### src/design/mac_pkg.sv
// ----------------------------------------------------------------------------
// mac_pkg
// Types, codes and constants shared by the matroid axiom checker modules.
// ----------------------------------------------------------------------------
package mac_pkg;

  // Default ground set capacity (table holds 2**MAX_GROUND flags)
  localparam int MAX_GROUND_DEF = 10;

  // Field widths
  localparam int KIND_W  = 2;
  localparam int ELEM_W  = 4;
  localparam int GSIZE_W = 4;
  localparam int FAIL_W  = 2;
  // Width of the effective ground size (holds up to 31)
  localparam int NW      = 5;

  localparam logic [GSIZE_W-1:0] GSIZE_RST = 4'd10;

  // Item kinds
  localparam logic [KIND_W-1:0] KIND_ADD   = 2'd0;
  localparam logic [KIND_W-1:0] KIND_END   = 2'd1;
  localparam logic [KIND_W-1:0] KIND_CHECK = 2'd2;

  // Failure codes
  localparam logic [FAIL_W-1:0] FAIL_NONE  = 2'd0;
  localparam logic [FAIL_W-1:0] FAIL_EMPTY = 2'd1;
  localparam logic [FAIL_W-1:0] FAIL_HERED = 2'd2;
  localparam logic [FAIL_W-1:0] FAIL_EXCH  = 2'd3;

  // Table read address sources
  localparam logic [2:0] RSEL_ZERO    = 3'd0;
  localparam logic [2:0] RSEL_A       = 3'd1;
  localparam logic [2:0] RSEL_A_MINUS = 3'd2;
  localparam logic [2:0] RSEL_B       = 3'd3;
  localparam logic [2:0] RSEL_B_PLUS  = 3'd4;

  typedef struct packed {
    logic [KIND_W-1:0] kind;
    logic [ELEM_W-1:0] element_index;
  } in_item_t;

  typedef struct packed {
    logic              is_matroid;
    logic [FAIL_W-1:0] failed_axiom;
  } out_item_t;

  // Controller to datapath
  typedef struct packed {
    logic              clr_we;
    logic              load_elem;
    logic              load_mark;
    logic [2:0]        rd_sel;
    logic              a_clr;
    logic              a_inc;
    logic              b_clr;
    logic              b_inc;
    logic              i_clr;
    logic              i_inc;
    logic              res_load;
    logic [FAIL_W-1:0] res_fail;
  } cmd_t;

  // Datapath to controller
  typedef struct packed {
    logic clr_last;
    logic rd_data;
    logic a_last;
    logic b_last;
    logic i_last;
    logic bit_a;
    logic bit_diff;
    logic pop_gt;
  } sts_t;

endpackage

### src/design/mac_ctrl.sv
// ----------------------------------------------------------------------------
// mac_ctrl
// Controller: table clearing after reset, load handshake and the sequencer
// that walks the empty-set, hereditary and exchange checks.
// ----------------------------------------------------------------------------
module mac_ctrl (
  input  logic                        clk,
  input  logic                        rst_n,
  input  logic                        in_valid,
  input  logic [mac_pkg::KIND_W-1:0]  in_kind,
  output logic                        in_stall,
  input  logic                        out_stall,
  output logic                        out_valid,
  output mac_pkg::cmd_t               cmd,
  input  mac_pkg::sts_t               sts
);

  localparam logic [3:0] S_CLEAR   = 4'd0;
  localparam logic [3:0] S_IDLE    = 4'd1;
  localparam logic [3:0] S_EMPTY   = 4'd2;
  localparam logic [3:0] S_EMPTY_W = 4'd3;
  localparam logic [3:0] S_H_A     = 4'd4;
  localparam logic [3:0] S_H_AW    = 4'd5;
  localparam logic [3:0] S_H_I     = 4'd6;
  localparam logic [3:0] S_H_IW    = 4'd7;
  localparam logic [3:0] S_X_A     = 4'd8;
  localparam logic [3:0] S_X_AW    = 4'd9;
  localparam logic [3:0] S_X_B     = 4'd10;
  localparam logic [3:0] S_X_BW    = 4'd11;
  localparam logic [3:0] S_X_I     = 4'd12;
  localparam logic [3:0] S_X_IW    = 4'd13;
  localparam logic [3:0] S_DONE    = 4'd14;

  logic [3:0]                 state_r, state_nxt;
  logic [mac_pkg::FAIL_W-1:0] fail_r, fail_nxt;
  logic                       out_valid_r, out_valid_nxt;
  logic                       accept;

  assign in_stall = (state_r != S_IDLE);
  assign accept   = in_valid && (state_r == S_IDLE);

  // Next state and datapath commands
  always_comb begin
    state_nxt    = state_r;
    fail_nxt     = fail_r;
    cmd          = '0;
    cmd.rd_sel   = mac_pkg::RSEL_ZERO;
    cmd.res_fail = fail_r;
    case (state_r)
      S_CLEAR: begin
        cmd.clr_we = 1'b1;
        if (sts.clr_last) begin
          state_nxt = S_IDLE;
        end
      end
      S_IDLE: begin
        if (accept) begin
          case (in_kind)
            mac_pkg::KIND_ADD:   cmd.load_elem = 1'b1;
            mac_pkg::KIND_END:   cmd.load_mark = 1'b1;
            mac_pkg::KIND_CHECK: state_nxt = S_EMPTY;
            default: ;
          endcase
        end
      end
      S_EMPTY: begin
        cmd.rd_sel = mac_pkg::RSEL_ZERO;
        state_nxt  = S_EMPTY_W;
      end
      S_EMPTY_W: begin
        if (!sts.rd_data) begin
          fail_nxt  = mac_pkg::FAIL_EMPTY;
          state_nxt = S_DONE;
        end else begin
          cmd.a_clr = 1'b1;
          state_nxt = S_H_A;
        end
      end
      // Hereditary pass: every independent set minus any one element
      S_H_A: begin
        cmd.rd_sel = mac_pkg::RSEL_A;
        state_nxt  = S_H_AW;
      end
      S_H_AW: begin
        if (sts.rd_data) begin
          cmd.i_clr = 1'b1;
          state_nxt = S_H_I;
        end else if (sts.a_last) begin
          cmd.a_clr = 1'b1;
          state_nxt = S_X_A;
        end else begin
          cmd.a_inc = 1'b1;
          state_nxt = S_H_A;
        end
      end
      S_H_I: begin
        if (sts.bit_a) begin
          cmd.rd_sel = mac_pkg::RSEL_A_MINUS;
          state_nxt  = S_H_IW;
        end else if (!sts.i_last) begin
          cmd.i_inc = 1'b1;
        end else if (sts.a_last) begin
          cmd.a_clr = 1'b1;
          state_nxt = S_X_A;
        end else begin
          cmd.a_inc = 1'b1;
          state_nxt = S_H_A;
        end
      end
      S_H_IW: begin
        if (!sts.rd_data) begin
          fail_nxt  = mac_pkg::FAIL_HERED;
          state_nxt = S_DONE;
        end else if (!sts.i_last) begin
          cmd.i_inc = 1'b1;
          state_nxt = S_H_I;
        end else if (sts.a_last) begin
          cmd.a_clr = 1'b1;
          state_nxt = S_X_A;
        end else begin
          cmd.a_inc = 1'b1;
          state_nxt = S_H_A;
        end
      end
      // Exchange pass: every pair of independent sets A, B with |A| > |B|
      S_X_A: begin
        cmd.rd_sel = mac_pkg::RSEL_A;
        state_nxt  = S_X_AW;
      end
      S_X_AW: begin
        if (sts.rd_data) begin
          cmd.b_clr = 1'b1;
          state_nxt = S_X_B;
        end else if (sts.a_last) begin
          fail_nxt  = mac_pkg::FAIL_NONE;
          state_nxt = S_DONE;
        end else begin
          cmd.a_inc = 1'b1;
          state_nxt = S_X_A;
        end
      end
      S_X_B: begin
        cmd.rd_sel = mac_pkg::RSEL_B;
        state_nxt  = S_X_BW;
      end
      S_X_BW: begin
        if (sts.rd_data && sts.pop_gt) begin
          cmd.i_clr = 1'b1;
          state_nxt = S_X_I;
        end else if (!sts.b_last) begin
          cmd.b_inc = 1'b1;
          state_nxt = S_X_B;
        end else if (sts.a_last) begin
          fail_nxt  = mac_pkg::FAIL_NONE;
          state_nxt = S_DONE;
        end else begin
          cmd.a_inc = 1'b1;
          state_nxt = S_X_A;
        end
      end
      S_X_I: begin
        if (sts.bit_diff) begin
          cmd.rd_sel = mac_pkg::RSEL_B_PLUS;
          state_nxt  = S_X_IW;
        end else if (!sts.i_last) begin
          cmd.i_inc = 1'b1;
        end else begin
          fail_nxt  = mac_pkg::FAIL_EXCH;
          state_nxt = S_DONE;
        end
      end
      S_X_IW: begin
        if (sts.rd_data) begin
          // Exchange element found: advance to the next B
          if (!sts.b_last) begin
            cmd.b_inc = 1'b1;
            state_nxt = S_X_B;
          end else if (sts.a_last) begin
            fail_nxt  = mac_pkg::FAIL_NONE;
            state_nxt = S_DONE;
          end else begin
            cmd.a_inc = 1'b1;
            state_nxt = S_X_A;
          end
        end else if (!sts.i_last) begin
          cmd.i_inc = 1'b1;
          state_nxt = S_X_I;
        end else begin
          fail_nxt  = mac_pkg::FAIL_EXCH;
          state_nxt = S_DONE;
        end
      end
      // Hold until the output register is free
      S_DONE: begin
        if (!out_valid_r || !out_stall) begin
          cmd.res_load = 1'b1;
          state_nxt    = S_IDLE;
        end
      end
      default: begin
        state_nxt = S_IDLE;
      end
    endcase
  end

  // Output beat stays until taken
  assign out_valid_nxt = cmd.res_load | (out_valid_r & out_stall);

  always_ff @(posedge clk) begin
    if (!rst_n) begin
      state_r     <= S_CLEAR;
      out_valid_r <= 1'b0;
    end else begin
      state_r     <= state_nxt;
      out_valid_r <= out_valid_nxt;
    end
  end

  always_ff @(posedge clk) begin
    fail_r <= fail_nxt;
  end

  assign out_valid = out_valid_r;

endmodule

### config.mk
export PLATFORM = sky130hd
export DESIGN_NAME = mac_ctrl
export DESIGN_NICKNAME = d
export VERILOG_FILES = /design/src/design/mac_pkg.sv /design/src/design/mac_ctrl.sv
export SDC_FILE = /design/constraint.sdc
export NUM_CORES = 1
export LEC_CHECK = 0
export BUFFER_PORTS_ARGS = -buffer_cell sky130_fd_sc_hd__buf_4
export CAP_MARGIN = 20
export CELL_PAD_IN_SITES_DETAIL_PLACEMENT = 1
export CELL_PAD_IN_SITES_GLOBAL_PLACEMENT = 2
export CORE_AREA = 4 4 60 76
export CTS_CLUSTER_SIZE = 28
export DETAILED_ROUTE_END_ITERATION = 8
export DIE_AREA = 0 0 64 80
export GPL_ROUTABILITY_DRIVEN = 0
export PLACE_DENSITY = 0.73
export RECOVER_POWER = 50
export SLEW_MARGIN = 30
export SYNTH_ARGS = -nofsm -noshare
export SYNTH_HDL_FRONTEND = slang
export SYNTH_SLANG_ARGS = --single-unit
### constraint.sdc
create_clock -name clk -period 2.1 [get_ports clk]
set_clock_uncertainty 0.2 [all_clocks]
set_input_delay 0.42 -clock clk [delete_from_list [all_inputs] [get_ports clk]]
set_output_delay 0.42 -clock clk [all_outputs]
set_load 0.005 [all_outputs]
-- Word level (Yosys, flattened, before mapping)
Index checks and enable logic that the tools add are counted.
- register bits after elaboration: 7
- output and inout port bits: 17
- bits of input ports: 14
- word-level logic and storage cells: 110
- reductions and logical operators: 11
- bitwise logic cells: 2
- mux-type cells: 66
- equality and inequality tests: 28
- operators with widths (cell ; count):
    4-bit two-way mux ; 17
    4-bit one-hot mux with 15 select lines ; 1
    2-bit two-way mux ; 17
    4-bit == test, second input constant ; 7
    1-bit two-way mux ; 22
    4-bit by 3-bit == test with 1-bit output, second input constant ; 4
    2-bit != test, second input constant ; 8
    2-bit one-hot mux with 6 select lines ; 1
    3-bit one-hot mux with 4 select lines ; 1
    6-bit AND reduction ; 2
    4-bit by 2-bit == test with 1-bit output, second input constant ; 2
    1-bit one-hot mux with 4 select lines ; 2
    3-bit two-way mux ; 2
    3-bit != test, second input constant ; 2
    1-bit one-hot mux with 6 select lines ; 1
    6-bit nonzero test ; 1
    4-bit by 1-bit == test with 1-bit output, second input constant ; 1
    4-bit zero test ; 1
    4-bit by 1-bit != test with 1-bit output, second input constant ; 1
    1-bit one-hot mux with 2 select lines ; 2
    2-bit by 1-bit == test with 1-bit output, second input constant ; 1
    2-bit == test, second input constant ; 1
    1-bit logical AND ; 2
    1-bit zero test ; 2
    other kinds (6) ; 6

-- Longest topological paths before layout
Gate-level depths: netlist of run 1.
- word-level depth: 5
- gate-level depth with buffers: 7
- depth with buffers taken out: 5

-- Least setup slack after synthesis of run 1
No wires, ideal clock.
- kind: reg-to-output
- start point: register state_r[0]
- end point: output port cmd[3] (netlist bit)
- required time: 1480 ps
- setup slack: 223 ps
- stages on the path, launching flop included: 7
- data arrival time: 1257 ps
- buffers on the path: 1
- path through: dfxtp_1 buf_2 nand2b_1 nand2_1 nor3_2 a21oi_1 a2111oi_2
- RTL lines (what ; RTL line ; RTL):
    start, declared ; mac_ctrl.sv:34 ; logic [3:0] state_r, state_nxt;
    start signal, assigned ; mac_ctrl.sv:214 ; state_r <= state_nxt;
    end, declared ; mac_ctrl.sv:14 ; output mac_pkg::cmd_t cmd,

==> results of run 1 <==
[metal layers]
metal / wire, um / track usage, % / part of all wire [%]
met1: 1640 / 17.9 / 39
met2: 2310 / 32.1 / 55
met3: 194 / 2.68 / 4.6
met4: 93 / 5.62 / 2.2
met5: 0 / 0 / 0
[worst paths after layout]
| path | startpoint | to | depth (start not counted) |
|---|---|---|---|
| max | state_r[1] | cmd[3] | 6 |
| min | rst_n | state_r[3] | 3 |
| max reg2reg | state_r[2] | state_r[2] | 6 |
| min reg2reg | out_valid | out_valid | 2 |
[area by class of cell]
type	count	area (um^2)	share of cell area, %
Clock buffer	4	45.0	2.71
Inverter	7	26.3	1.58
Timing Repair Buffer	62	480	29.0
Multi-Input combinational cell	117	865	52.1
Tap cell	54	67.6	4.07
Sequential cell	7	175	10.6
[through the flow]
stage	utilization [%]	hold WS, ns
after floorplan	-	0.301
final	43.8	0.249
after global placement	37.0	0.315
after CTS	41.9	0.248
after global routing	43.8	0.266
after detailed placement	37.0	0.349
[flip-flops by register name (all words and copies together), names as in the netlist]
signal and cells:
fail_r 2, out_valid 1, state_r 4
[cells in the mapped netlist (all sizes together), types with 2 or more instances]
master / number
a2111oi: 2
a211oi: 2
a21boi: 2
a21oi: 14
a31oi: 2
a41oi: 2
and2b: 4
buf: 10
clkbuf: 2
dfxtp: 5
edfxtp: 2
inv: 7
mux2i: 2
nand2: 19
nand2b: 8
nand3: 6
nor2: 8
nor2b: 5
nor3b: 3
nor4b: 2
o21ai: 11
o22ai: 5
o32ai: 2
[power by group through the flow]
stage / clock network (uW) / logic (uW) / registers, uW
after global placement: 0 / 293 / 162
after floorplan: 0 / 172 / 155
after global routing: 200 / 381 / 167
after detailed placement: 0 / 298 / 163
final: 186 / 350 / 165
after CTS: 193 / 331 / 163
[kinds of logic after synthesis]
logic type	after synthesis	synth area share [%]
buffers and inverters	19	10.4
DFF	7	15.9
muxes	2	1.99
and+or+nand+nor	62	34.6
AOI/OAI and AO/OA	53	37.1
[worst max-delay path, cell delays in order, from the launching register on]
cell and delay (ns):
dfxtp_4 0.36, and2b_1 0.24, nand2_2 0.08, a21oi_4 0.14, a21oi_2 0.09, a2111oi_4 0.21, buf_4 0.17
[timing repair]
action | 4_1_cts | 5_1_grt
setup endpoints to repair | 15 | 9
pin swaps | 5 | 6
setup buffers | 4 | 4
endpoints found under the hold margin | 0 | 0
gates resized for setup | 28 | 9
==> reports/qor.yml, run 1 <==
clock_network:
  cts_buffers: 3
  htree_levels: 1
  clk_pin_slew_ns: 0.04
  root_buffer: "clkbuf_8"
  cts_hold_buf: 0
  cts.path.max_buffers: 2
  cts.sinks: 7
  insertion_delay_ns: 0.22
  cts_tree: "built"
pwr:
  power_uw: 702
  pwr-share-seq_pct: 23.5
  switching_share_pct: 34.8
  power.density_nw_per_um2: 423
  p_leak_uw: 0.000646
  combPwrFrac_pct: 50.0
  switchingPower_uw: 244
  peakVddDrop_mv: 0.346
  p_int_uw: 457
  power.share.clock_pct: 26.5
sta:
  layout_min_cycle_time_ns: 2.13
  worst_slack_ns: -0.0305
  tns_ns: -0.0305
  slew_headroom_pct: 72.3
  fmax_mhz: 469
  finalCritPeriodShare_pct: 101
  setup_viol: 1
  hold_viol_final: 0
  rsz0062_at_grt: "yes"
  drv_slew: 0
  worst_slew_pin_slew_ns: 0.412
die:
  die_area_um2: 5120
  dieWidth_um: 64
  ioPinCount: 31
  num_rows: 25
  core_area_um2: 3780
  die_y_um: 80
  start_util_pct: 26.6
final_layout:
  instances_no_fill: 251
  layout_commonest_cell: "buf_4"
  area_growth_pct: 64.9
  fillCellCount: 477
  num_antenna_cells: 0
  drive_gt1_share_pct: 48.7
  stdcell_area_um2: 1660
  nets: 212
  final_cell_mix: "buf_4, nand2_1, a21oi_1"
logic_synthesis:
  synth-main-ff-cell: "dfxtp_1"
  ys_ff_latch: 7
  async_reset_ff_share_pct: 0
  synth_area_per_cell_um2: 7.03
  synth.distinct_cells: 50
  yosys-top-cells-area: "dfxtp_1, nand2_1, a21oi_1, edfxtp_1, nand2b_1"
  syn-instance-count: 143
  synth_top_area_share_pct: 9.95
  synth_edf_count: 2
  yosys_warnings: 0
  netlist.top_cell.by_area: "dfxtp_1"
  syn-cell-area_um2: 1010
  synth-seq-area-share_pct: 15.9
  synth_nets: 157
placement:
  dpl_cell_area_um2: 1400
  port_buffers: 30
  place_inst: 239
  pre_cts_ws_ns: -0.0510
  hpwl_um: 3250
route:
  dr.pass1.iters: 4
  drt_iter0_drc: 73
  drt_wl_total_um: 4250
  vias_per_cell: 5.40
  wl_per_cell_um: 16.9
  vias: 1356
  drtAntennaViolNets: 0
  drc: 0
grt:
  grt_max_degree: 20
  overflow: 0
  grt_pass1_wl_um: 6860
  grt_usage_pct: 16.6
  grt_pass1_vias: 1438
  antenna_found_initial: 0
critical_path:
  cp.arrival_ns: 1.51
  crit_fanout: 5
  worstSetupPathType: "reg -> out"
  startpoint_type: "flip-flop"
  r2r_setup_slack_ns: 0.09
  endpoint_kind: "primary output"
  cp.required_ns: 1.48
run_status:
  status: "finished, violations left"
  violations: "negative setup slack"
run:
  maxCapViolations: 0
min_path:
  hp-class: "in -> reg"
No activity file was read; power rests on OpenSTA's default activity.
==> run 2: changes to the inputs <==
==> constraint.sdc (replaced) <==
create_clock -name clk -period 2.1 [get_ports clk]
set_clock_uncertainty 0.2 [all_clocks]
set_input_delay 0.315 -clock clk [delete_from_list [all_inputs] [get_ports clk]]
set_output_delay 0.315 -clock clk [all_outputs]
set_load 0.005 [all_outputs]
==> reports/qor.yml, run 2 (synthesis results as in run 1) <==
sta:
  finalCritPeriodShare_pct: 98.5  # -2.9 points
  worst_slew_pin_slew_ns: 0.412  # +0.000311 ns
  fmax_mhz: 483  # +3.0%
  layout_min_cycle_time_ns: 2.07  # -0.0615 ns
  hold_viol_final: 0  # unchanged
  rsz0062_at_grt: "yes"
  slew_headroom_pct: 72.3  # -0.088 points
  drv_slew: 0  # unchanged
  setup_viol: 0  # -1
grt:
  busiest_layer: "met2"
  grt_usage_pct: 15.4  # -1.2 points
  overflow: 0  # unchanged
  grt_pass1_wl_um: 6410  # -6.5%
  met1_usage_pct: 18.3  # +0.38 points
  grtUsageMet2_pct: 27.1  # -5.0 points
  met3_usage_pct: 2.39  # -0.28 points
  antenna_found_initial: 0  # unchanged
  grt_pass1_vias: 1343  # -6.6%
  grt_max_degree: 18  # -10%
die:
  start_util_pct: 26.6  # unchanged
  dieWidth_um: 64  # unchanged
  die_area_um2: 5120  # unchanged
  ioPinCount: 31  # unchanged
  num_rows: 25  # unchanged
  die_y_um: 80  # unchanged
  core_area_um2: 3780  # unchanged
pwr:
  peakVddDrop_mv: 0.302  # -13%
  p_leak_uw: 0.000611  # -5.4%
  power_uw: 667  # -4.9%
  power.density_nw_per_um2: 432  # +2.2%
placement:
  place_inst: 231  # -3.3%
  port_buffers: 30  # unchanged
  dpl_cell_area_um2: 1340  # -4.3%
  hpwl_um: 3000  # -7.8%
final_layout:
  fillCellCount: 493  # +3.4%
  layout_commonest_cell: "buf_4"
  area_growth_pct: 53.4
  num_antenna_cells: 0  # unchanged
  instances_no_fill: 246  # -2.0%
  regMostFlops: "state_r"
  stdcell_area_um2: 1540  # -7.0%
  nets: 207  # -2.4%
  largest_reg_flops: 4  # unchanged
  multiInputGateArea_um2: 790  # -8.7%
  final_cell_mix: "buf_4, nand2_1, a21oi_1"
  drive_gt1_share_pct: 41.1  # -7.6 points
  regArea_um2: 175  # unchanged
route:
  drt_wl_total_um: 3980  # -6.2%
  drt_iter0_drc: 67  # -8.2%
  drc: 0  # unchanged
  vias_per_cell: 5.33  # -1.3%
  wl_per_cell_um: 16.2  # -4.3%
  dr.pass1.iters: 4  # unchanged
  drtAntennaViolNets: 0  # unchanged
  vias: 1312  # -3.2%
critical_path:
  crit_fanout: 8  # +3
  cp.required_ns: 1.58  # +0.10 ns
  startpoint_type: "flip-flop"
  worstSetupPathType: "reg -> out"
  endpoint_kind: "primary output"
  cp.arrival_ns: 1.55  # +0.04 ns
clock_network:
  htree_levels: 1  # unchanged
  cts_hold_buf: 0  # unchanged
  cts_tree: "built"
  cts.sinks: 7  # unchanged
  insertion_delay_ns: 0.23  # about the same
  root_buffer: "clkbuf_8"
  cts_buffers: 3  # unchanged
  cts.path.max_buffers: 2  # unchanged
  clk_pin_slew_ns: 0.04  # about the same
run:
  maxCapViolations: 0  # unchanged
run_status:
  status: "complete, no violations"
min_path:
  hp-class: "in -> reg"
==> run 2: cell types whose count changed in the layout (fill, tap and decap cells not counted), sizes merged <==
cell	change
clkbuf	+2
buf	-7
==> run 2: per-layer routing <==
layer  vias up  routed length (um)  part of all wire (%)
met3         8                 162                   4.1
met5         -                   0                     0
met2        31                2040                    51
met4         0                 125                   3.1
li1        628                   -                     -
met1       645                1660                    42
==> run 2: layout make-up <==
cell class	count	share of cell area (%)
multi-input combinational	117	51.2
timing repair buffer	57	28.5
sequential	7	11.4
tap	54	4.38
clock buffer	4	2.92
inverter	7	1.70
==> run 2: power by group <==
| group | total, uW | leakage (uW) | internal [uW] | switching, uW |
|---|---|---|---|---|
| Sequential | 166 | 0.0000622 | 147 | 18.9 |
| Clock | 187 | 0.0000228 | 131 | 55.7 |
| Combinational | 314 | 0.000526 | 162 | 153 |
| Total | 667 | 0.000611 | 440 | 227 |
==> run 2: path summary, 6_finish.rpt <==
path | startpoint | to | slack (ns) | cells past startpoint
max reg2reg | state_r[1] | fail_r[0] | 0.13 | 5
min | rst_n | state_r[3] | 0.15 | 3
max | state_r[1] | cmd[3] | 0.03 | 6
min reg2reg | out_valid | out_valid | 0.33 | 2
==> run 2: timing repair <==
action	in CTS	in global routing
endpoints found under the setup margin	7	7
resized for setup	12	11
buffers inserted	3	8
pin swaps	1	1
==> run 2: worst max-delay path, stage by stage, from the launching register on <==
cell and delay [ns]:
dfxtp_4 0.38, and2b_1 0.25, nand2_2 0.09, a21oi_2 0.13, a21oi_1 0.09, a2111oi_2 0.21
buf_4 0.17
==> run 2: per-stage QoR <==
| step | hold slack, ns | setup slack [ns] | setup TNS, ns | utilization (%) |
|---|---|---|---|---|
| 6_report | 0.145 | 0.0310 | 0 | 40.8 |
| 5_1_grt | 0.159 | -0.0647 | -0.105 | 40.8 |
| 4_1_cts | 0.145 | -0.00492 | -0.00492 | 38.1 |
| 3_5_place_dp | 0.318 | 0.0304 | 0 | 35.4 |
| 3_3_place_gp | 0.311 | 0.0466 | 0 | 35.4 |
| 2_1_floorplan | 0.229 | 0.318 | 0 | - |
==> run 3: changes to the inputs <==
Settings changed: CORE_AREA 4 4 60 76 to 4 4 59 75, CTS_BUF_LIST set to sky130_fd_sc_hd__clkbuf_4 sky130_fd_sc_hd__clkbuf_8, DIE_AREA 0 0 64 80 to 0 0 63 79, PLACE_DENSITY 0.73 to 0.75.
==> reports/qor.yml, run 3 (synthesis results as in run 1) <==
sta:
  worst_slew_pin_slew_ns: 0.591  # +0.179 ns
  hold_viol_final: 0  # unchanged
  worst_slack_ns: 0.0393  # +0.00831 ns
  finalCritPeriodShare_pct: 98.1  # -0.40 points
  layout_min_cycle_time_ns: 2.06  # -0.00831 ns
  drv_slew: 0  # unchanged
  fmax_mhz: 485  # +0.40%
  tns_ns: 0  # unchanged
  slew_headroom_pct: 60.2  # -12 points
  rsz0062_at_grt: "yes"
  setup_viol: 0  # unchanged
final_layout:
  regMostFlops: "state_r"
  area_growth_pct: 51.4
  final_cell_mix: "buf_4, nand2_1, a21oi_1"
  num_antenna_cells: 0  # unchanged
  largest_reg_flops: 4  # unchanged
  drive_gt1_share_pct: 43.2  # +2.0 points
  nets: 205  # -0.97%
  multiInputGateArea_um2: 808  # +2.4%
  fillCellCount: 473  # -4.1%
  layout_commonest_cell: "buf_4"
  regArea_um2: 175  # unchanged
run_status:
  status: "complete, no violations"
pwr:
  peakVddDrop_mv: 0.365  # +21%
  power.density_nw_per_um2: 444  # +2.6%
  p_leak_uw: 0.000599  # -2.0%
min_path:
  min_path_cells: 3  # unchanged
  hp-class: "in -> reg"
  min-delay-start: "rst_n"
route:
  vias_per_cell: 5.67  # +6.4%
  drt_wl_total_um: 4290  # +7.6%
  drt-met1-wl_um: 1700  # +2.9%
  wl_met3_um: 196  # +21%
  dr.pass1.iters: 4  # unchanged
  wl_per_cell_um: 18.6  # +15%
  vias: 1305  # -0.53%
  drc: 0  # unchanged
  drtAntennaViolNets: 0  # unchanged
  wl_met2_um: 2270  # +12%
  drt_iter0_drc: 44  # -34%
  maxUsedRoutingLayer: "met4"
critical_path:
  cp.required_ns: 1.58  # about the same
  r2r_cells: 6  # +1
  cp.arrival_ns: 1.55  # about the same
  crit_fanout: 8  # unchanged
  startpoint: "state_r[3]"
  r2r_start: "state_r[3]"
  startpoint_type: "flip-flop"
  worstSetupPathType: "reg -> out"
  endpoint_kind: "primary output"
clock_network:
  clk_pin_slew_ns: 0.04  # about the same
  insertion_delay_ns: 0.23  # about the same
  htree_levels: 1  # unchanged
  cts_tree: "built"
  root_buffer: "clkbuf_8"
  cts.sinks: 7  # unchanged
  cts.path.max_buffers: 2  # unchanged
  cts_buffers: 3  # unchanged
grt:
  antenna_found_initial: 0  # unchanged
  overflow: 0  # unchanged
  grt_max_degree: 15  # -3
  grt_pass1_wl_um: 6780  # +5.7%
  grt_usage_pct: 16.8  # +1.4 points
  grt_pass1_vias: 1372  # +2.2%
placement:
  hpwl_um: 3140  # +4.8%
  pre_cts_ws_ns: 0.0203  # -0.0101 ns
  port_buffers: 30  # unchanged
die:
  ioPinCount: 31  # unchanged
  dieWidth_um: 63  # -1.6%
  start_util_pct: 27.0  # +0.45 points
  die_y_um: 79  # -1.3%
  core_area_um2: 3720  # -1.7%
  die_area_um2: 4980  # -2.8%
  num_rows: 25  # unchanged
run:
  maxCapViolations: 0  # unchanged
==> run 3: layout make-up <==
| type | count | share of cell area [%] |
|---|---|---|
| Tap cell | 40 | 3.29 |
| Multi-Input combinational cell | 117 | 53.1 |
| Inverter | 7 | 1.73 |
| Sequential cell | 7 | 11.5 |
| Clock buffer | 4 | 3.20 |
| Timing Repair Buffer | 55 | 27.2 |
==> run 3: timing repair <==
action | CTS | global route
resized for setup | 15 | 10
setup buffers | 3 | 5
pin swaps | 1 | 4
hold buffers | 0 | 0
gates cloned | 0 | 0
endpoints found under the setup margin | 10 | 7
==> run 3: final timing paths <==
| kind | to | slack, ns |
|---|---|---|
| worst min register to register | out_valid | 0.33 |
| worst max-delay path | cmd[14] | 0.04 |
| worst min-delay path | state_r[3] | 0.14 |
| worst max register to register | state_r[2] | 0.10 |
==> run 3: power breakdown <==
group	total, uW	switching (uW)	internal (uW)
sequential	167	20.2	147
combinational	304	161	143
clock	205	60.2	144
total	676	242	434
==> run 3: per-stage QoR <==
step | hold slack, ns | utilization [%] | area [um^2] | std cells | total power, uW
final | 0.145 | 40.9 | 1520 | 230 | 676
after global routing | 0.154 | 40.9 | 1520 | 230 | 716
after CTS | 0.139 | 38.9 | 1450 | 225 | 660
after detailed placement | 0.335 | 35.7 | 1330 | 218 | 445
after global placement | 0.319 | 35.7 | 1330 | 218 | 436
after floorplan | 0.229 | - | 1010 | 143 | 326
==> run 3: routing by layer <==
metal,track usage [%],up-vias
met1,19.6,627
met3,1.84,8
met5,0,-
met2,31.4,44
li1,-,626
met4,5.74,0
==> run 3: critical path: stages (launching register included) <==
cell and delay [ns]:
dfxtp_4 0.38, buf_4 0.17, nor4_1 0.55, buf_4 0.21
